--- src/rtl/mca_pkg.sv ---
`default_nettype none
// ----------------------------------------------------------------------------
// mca_pkg
// Shared widths, operation codes and pipeline stage type of the modular
// coefficient ALU.
// ----------------------------------------------------------------------------
package mca_pkg;

   localparam int COEFF_W = 32;
   localparam int MODE_W  = 2;
   localparam int PROD_W  = 2 * COEFF_W;
   localparam int MOD_W   = COEFF_W + 1;   // modulus with zero mapped to 2^32
   localparam int REDUCE_STAGES = PROD_W;  // one quotient bit per stage

   localparam logic [MODE_W-1:0] MODE_MUL_ADD = 2'd0;
   localparam logic [MODE_W-1:0] MODE_ADD     = 2'd1;
   localparam logic [MODE_W-1:0] MODE_SUB     = 2'd2;
   localparam logic [MODE_W-1:0] MODE_MUL     = 2'd3;

   // One slot of the reduction pipeline: partial remainder and the dividend
   // bits still to be shifted in (MSB first).
   typedef struct packed {
      logic               valid;
      logic               bypass;
      logic [COEFF_W-1:0] rem;
      logic [PROD_W-1:0]  value;
   } mca_stage_type;

endpackage
`default_nettype wire

--- src/rtl/mca_operand.sv ---
`default_nettype none
// ----------------------------------------------------------------------------
// mca_operand
// Front end: registers the request, forms the product, sum and difference,
// then selects the 64-bit dividend for the reducer (or a finished result).
// ----------------------------------------------------------------------------
module mca_operand
   import mca_pkg::*;
(
   input  wire logic               clock,
   input  wire logic               reset,
   input  wire logic               req_accept,
   input  wire logic [MODE_W-1:0]  req_mode,
   input  wire logic [COEFF_W-1:0] req_a_coeff,
   input  wire logic [COEFF_W-1:0] req_b_coeff,
   input  wire logic [COEFF_W-1:0] req_c_coeff,
   input  wire logic [MOD_W-1:0]   modulus_ext,
   output mca_stage_type           stage_out
);

   // stage 1: request capture
   logic               valid_s1_ff;
   logic [MODE_W-1:0]  mode_s1_ff;
   logic [COEFF_W-1:0] a_s1_ff;
   logic [COEFF_W-1:0] b_s1_ff;
   logic [COEFF_W-1:0] c_s1_ff;

   // stage 2: arithmetic
   logic               valid_s2_ff;
   logic [MODE_W-1:0]  mode_s2_ff;
   logic [PROD_W-1:0]  prod_s2_ff;
   logic [COEFF_W:0]   sum_s2_ff;
   logic [COEFF_W-1:0] diff_s2_ff;
   logic [COEFF_W-1:0] c_s2_ff;

   // stage 3: dividend select
   mca_stage_type      stage_in;
   mca_stage_type      stage_ff;

   always_ff @(posedge clock) begin
      if (reset) begin
         valid_s1_ff <= 1'b0;
         valid_s2_ff <= 1'b0;
      end else begin
         valid_s1_ff <= req_accept;
         valid_s2_ff <= valid_s1_ff;
      end
   end

   always_ff @(posedge clock) begin
      mode_s1_ff <= req_mode;
      a_s1_ff    <= req_a_coeff;
      b_s1_ff    <= req_b_coeff;
      c_s1_ff    <= req_c_coeff;

      mode_s2_ff <= mode_s1_ff;
      prod_s2_ff <= PROD_W'(a_s1_ff) * PROD_W'(b_s1_ff);
      sum_s2_ff  <= {1'b0, a_s1_ff} + {1'b0, b_s1_ff};
      // wraps modulo 2^32; a zero modulus leaves a - b
      diff_s2_ff <= a_s1_ff + modulus_ext[COEFF_W-1:0] - b_s1_ff;
      c_s2_ff    <= c_s1_ff;
   end

   always_comb begin
      stage_in.valid  = valid_s2_ff;
      stage_in.bypass = 1'b0;
      stage_in.rem    = '0;
      stage_in.value  = '0;
      case (mode_s2_ff)
         MODE_MUL_ADD: begin
            stage_in.value = prod_s2_ff + {{COEFF_W{1'b0}}, c_s2_ff};
         end
         MODE_ADD: begin
            stage_in.value = {{(PROD_W-COEFF_W-1){1'b0}}, sum_s2_ff};
         end
         MODE_SUB: begin
            // single conditional subtract; the result passes through the reducer unchanged
            stage_in.bypass = 1'b1;
            if ({1'b0, diff_s2_ff} >= modulus_ext) begin
               stage_in.rem = diff_s2_ff - modulus_ext[COEFF_W-1:0];
            end else begin
               stage_in.rem = diff_s2_ff;
            end
         end
         MODE_MUL: begin
            stage_in.value = prod_s2_ff;
         end
         default: begin
            stage_in.value = '0;
         end
      endcase
   end

   always_ff @(posedge clock) begin
      if (reset) begin
         stage_ff.valid <= 1'b0;
      end else begin
         stage_ff <= stage_in;
      end
   end

   assign stage_out = stage_ff;

endmodule
`default_nettype wire

--- config.mk ---
export PLATFORM = sky130hd
export DESIGN_NAME = mca_operand
export DESIGN_NICKNAME = d
export VERILOG_FILES = /design/src/rtl/mca_pkg.sv /design/src/rtl/mca_operand.sv
export SDC_FILE = /design/constraint.sdc
export NUM_CORES = 2
export LEC_CHECK = 0
export ABC_AREA = 0
export BUFFER_PORTS_ARGS = -buffer_cell sky130_fd_sc_hd__buf_2
export CELL_PAD_IN_SITES_DETAIL_PLACEMENT = 0
export CELL_PAD_IN_SITES_GLOBAL_PLACEMENT = 1
export CORE_UTILIZATION = 54
export DETAILED_ROUTE_END_ITERATION = 6
export GPL_TIMING_DRIVEN = 0
export PLACE_DENSITY = 0.95
export SYNTH_ARGS = -nofsm -noshare
export SYNTH_HDL_FRONTEND = slang
export SYNTH_SLANG_ARGS = --single-unit
--- constraint.sdc ---
create_clock -name clock -period 18.55 [get_ports clock]
set_input_delay 3.71 -clock clock [delete_from_list [all_inputs] [get_ports clock]]
set_output_delay 3.71 -clock clock [all_outputs]
set_load 0.03 [all_outputs]
Word level (Yosys, flattened, before mapping)

Index checks and enable logic that the tools add are counted.

Register bits after elaboration: 361
Input port bits: 134
Output and inout bits: 98
Word-level logic and storage cells: 29

Add/subtract/negate cells: 5
Multiply operators: 1
Order comparisons: 1
Equality and inequality tests: 3
Multiplexer cells: 3
Reduce and logical (&&, ||, !) cells: 1

Operators with widths:

| operator           | count |
|---|---|
| $pmux 64 s3        | 1 |
| $add 64x32->64     | 1 |
| $mul 32x32->64     | 1 |
| $sub 32x32->32     | 2 |
| $add 32x32->33     | 1 |
| $ge 32x33->1       | 1 |
| $mux 33            | 1 |
| $add 32x32->32     | 1 |
| $mux 32            | 1 |
| $eq 2x2->1 const B | 2 |
| $eq 2x1->1 const B | 1 |
| $logic_not 2->1    | 1 |

Depth between registers and ports, before layout

Word-level depth: 3
Mapped depth: 30
Gate-level depth less buffers: 29

Worst setup path after synthesis

OpenSTA, ideal clock, no wires.

Path kind: flip-flop to flip-flop
From: reg a_s1_ff[12]
To: reg prod_s2_ff[57]
Setup time: 0.121 ns
Arrival time: 7.323 ns
Data required time: 18.429 ns
Setup slack: 11.106 ns
Stages on the path, launching flop included: 28
Buffers on the path: 2
Period minus slack after synthesis: 7.444 ns
Cells stage by stage: dfxtp_1 clkbuf_1 and2_1 fa_1 fa_1 fa_1 inv_1 fa_1 inv_1 fa_1 inv_1 fa_1 inv_1 fa_1 fa_1 ha_1 clkbuf_1 a21o_1 a21oi_1 o211a_1 a2111o_1 a21oi_1 o21bai_1 o2111ai_1 nand2_1 o31ai_1 a41oi_1 xnor2_1

Cells in the longest elaborated chain, start to end: 1

RTL lines:

| what                   | line              | RTL |
|---|---|---|
| from (decl)            | mca_operand.sv:24 | `logic [COEFF_W-1:0] a_s1_ff;` |
| from (signal assigned) | mca_operand.sv:52 | `a_s1_ff <= req_a_coeff;` |
| $mul 32x32->64         | mca_operand.sv:57 | `prod_s2_ff <= PROD_W'(a_s1_ff) * PROD_W'(b_s1_ff);` |
| to (signal assigned)   | mca_operand.sv:57 |  |
| to (decl)              | mca_operand.sv:31 | `logic [PROD_W-1:0] prod_s2_ff;` |

No other way between the ends.
A chain may end at the register's enable or synchronous reset.

Final worst setup path

From: reg a_s1_ff[8]
To: reg prod_s2_ff[53]

Same word-level chain as after synthesis.

==> impl_metrics.py <==
metrics = {
    "run_status": {
        "status": "finished with violations",
        "violations": "capacitance limit, slew limit",
    },
    "detailed_routing": {
        "drt-wirelength-per-cell_um": 27.4,
        "ant_nets": 0,
        "drc": 0,
        "drtIter0Drc": 4555,
        "viasPerCell": 5.85,
        "vias": 40700,
        "drt-total-wl_um": 190000,
        "drt_pre_antenna_iters": 6,
    },
    "worst_setup_path": {
        "path_buf_inv": 7,
        "cp.required_ns": 19.04,
        "arrival_ns": 10.89,
        "path_class": "register to register",
        "cp-start-kind": "register",
        "cp-end-kind": "register",
        "crit_family": "adder cells",
        "crit_slowest_cell": "clkbuf_1",
        "cp_max_fo": 10,
        "crit_start": "a_s1_ff[8]",
        "max_stage_delay_ns": 1.17,
        "reg2reg_from": "a_s1_ff[8]",
        "crit_path_frequent_cell": "fa_1",
    },
    "grt": {
        "grt_max_degree": 71,
        "grt_pass1_vias": 41600,
        "grt_pass1_wl_um": 275000,
        "grt_usage_pct": 41.1,
        "antenna_found_initial": 27,
        "grt_overflow": 0,
    },
    "placed_design": {
        "numPortBuffers": 231,
        "dp_hpwl_um": 153000,
        "place_congestion": 1.09,
    },
    "worst_hold_path": {
        "hold_path_class": "register to register",
        "hold_start": "c_s1_ff[23]",
    },
    "die": {
        "dieArea_um2": 94700,
        "core-area_um2": 92100,
        "rows": 111,
        "die_y_um": 308,
        "die_width_um": 308,
        "start_util_pct": 54.8,
        "ios": 232,
    },
    "synth": {
        "synth.distinct_cells": 87,
        "synth-edff-count": 97,
        "synth_seq_cells": 361,
        "yosysSeqAreaShare_pct": 16.2,
        "ys_top_cells_by_area": "fa_1 37%, dfxtp_1 10%, ha_1 9.7%",
        "ys.flop_type": "dfxtp_1",
        "synth_top_area_cell": "fa_1",
        "yosysTopAreaCellShare_pct": 36.9,
        "ys_warn_count": 0,
        "synth_fp_nets": 6844,
        "syn_area_per_cell_um2": 9.36,
        "yosysMostFrequentCell": "inv_1",
        "synth-async-reset-ratio_pct": 0,
        "ys_top_cells_by_count": "1027 x inv_1, 929 x fa_1, 575 x and2_1, 570 x nand2_1, 393 x ha_1",
        "synth_cells": 5388,
        "syn_area_um2": 50500,
    },
    "final_layout": {
        "drive_above_1_share_pct": 6.21,
        "syn2layout_area_growth_pct": 8.54,
        "nNetsFinal": 7122,
    },
    "clocking": {
        "cts_resized": 0,
        "cts_tree": "yes",
        "cts_num_sinks": 361,
        "cts_hold_buf": 0,
        "cts_buffer_depth": 3,
        "clk_latency_ns": 0.64,
        "cts_max_level": 2,
        "postCtsSetupBuffers": 0,
        "clkSlewWorstSetupHoldPaths_ns": 0.07,
        "root_buffer": "clkbuf_16",
        "cts_buffers": 42,
    },
    "run": {
        "maxCapViolations": 3,
    },
    "timing": {
        "fin_crit_sh_pct": 56.1,
        "fin_skew_ns": 0.0327,
        "rsz0062_at_grt": "false",
        "slew_viol_final": 22,
        "finalSetupTns_ns": 0,
        "hold_viol": 0,
        "achievable-frequency_mhz": 96.1,
        "slew_headroom_pct": -3.48,
        "worstMarginPinSlew_ns": 1.55,
        "setup_violations": 0,
        "period_minus_slack_ns": 10.40,
    },
}
-- cell type report --
type | instances | area (um2)
multi-input combinational | 3739 | 37400
fill | 8057 | 37300
sequential | 361 | 8200
inverter | 1027 | 3860
tap | 1243 | 1560
timing repair buffer | 234 | 1200
clock buffer | 49 | 1110
buffer | 261 | 1010
clock inverter | 29 | 399
antenna | 16 | 40.0
-- worst register-to-register path, delay by kind of cell (launching register included) --
kind,cells,cell delay (ns)
adder cells (fa/ha/maj),9,4.10
AO/OA/AOI/OAI,9,3.12
buffers and inverters,7,1.74
flip-flops,1,0.70
AND/OR/NAND/NOR,2,0.39
XOR/XNOR,1,0.18
-- cells in the final DEF (no fill, tap or decap), types with 133 or more instances in the layout --
cell type,synthesis,final
ha_1,393,393
nand2_1,570,570
a21oi_1,216,216
fa_1,929,929
dfxtp_1,264,264
nor2_1,185,185
xnor2_1,133,133
and2_1,575,575
clkbuf_1,250,254
inv_1,1027,1026
buf_2,2,233
-- path summary, 6_finish.rpt --
path | to | slack (ns) | cells past startpoint
worst max register to register | prod_s2_ff[53] | 8.15 | 28
worst min-delay path | c_s2_ff[23] | 0.32 | 0
worst max-delay path | prod_s2_ff[53] | 8.15 | 28
worst min register to register | c_s2_ff[23] | 0.32 | 0
-- metrics by stage --
stage,util [%],setup WS (ns),hold slack (ns),instances,instance area (um2)
after detailed placement,57.8,8.41,0.312,6863,53200
final,59.5,8.15,0.319,6959,54800
after floorplan,-,11.11,0.310,5388,50500
after CTS,59.4,8.36,0.315,6941,54700
after global routing,59.4,7.91,0.324,6945,54700
after global placement,57.7,8.45,0.312,6862,53200
-- sequential cells by signal, indices dropped and copies added, names as in the netlist --
| name | count |
|---|---|
| diff_s2_ff | 32 |
| a_s1_ff | 32 |
| stage_out | 98 |
| b_s1_ff | 32 |
| valid_s2_ff | 1 |
| mode_s2_ff | 2 |
| prod_s2_ff | 64 |
| sum_s2_ff | 33 |
| c_s2_ff | 32 |
| mode_s1_ff | 2 |
| c_s1_ff | 32 |
| valid_s1_ff | 1 |
-- kinds of logic (layout without fill, tap and decap cells) --
logic type                 count (synthesis)  after routing  synth area share, %
other                                      0             16                    0
DFF                                      361            361                 16.2
adders and majority gates               1322           1322                 46.6
buffers and inverters                   1288           1600                 9.64
xor gates and xnor gates                 192            192                 3.33
and+or+nand+nor                         1558           1558                 15.5
muxes                                     24             24                0.481
AOI/OAI and AO/OA                        643            643                 8.15
-- metal layers --
metal	part of all wire, %	up-vias	global-route usage (%)	routed length, um
li1	-	17200	-	-
met1	35	20200	49.2	66500
met2	43	2539	61.4	81500
met3	13	824	13.9	23900
met4	9.5	24	30.5	18100
met5	0.19	-	1.50	366
Power is left out: the tool's default activity adds up to more than one toggle a clock period on the data nets, which glitch-free logic cannot reach.
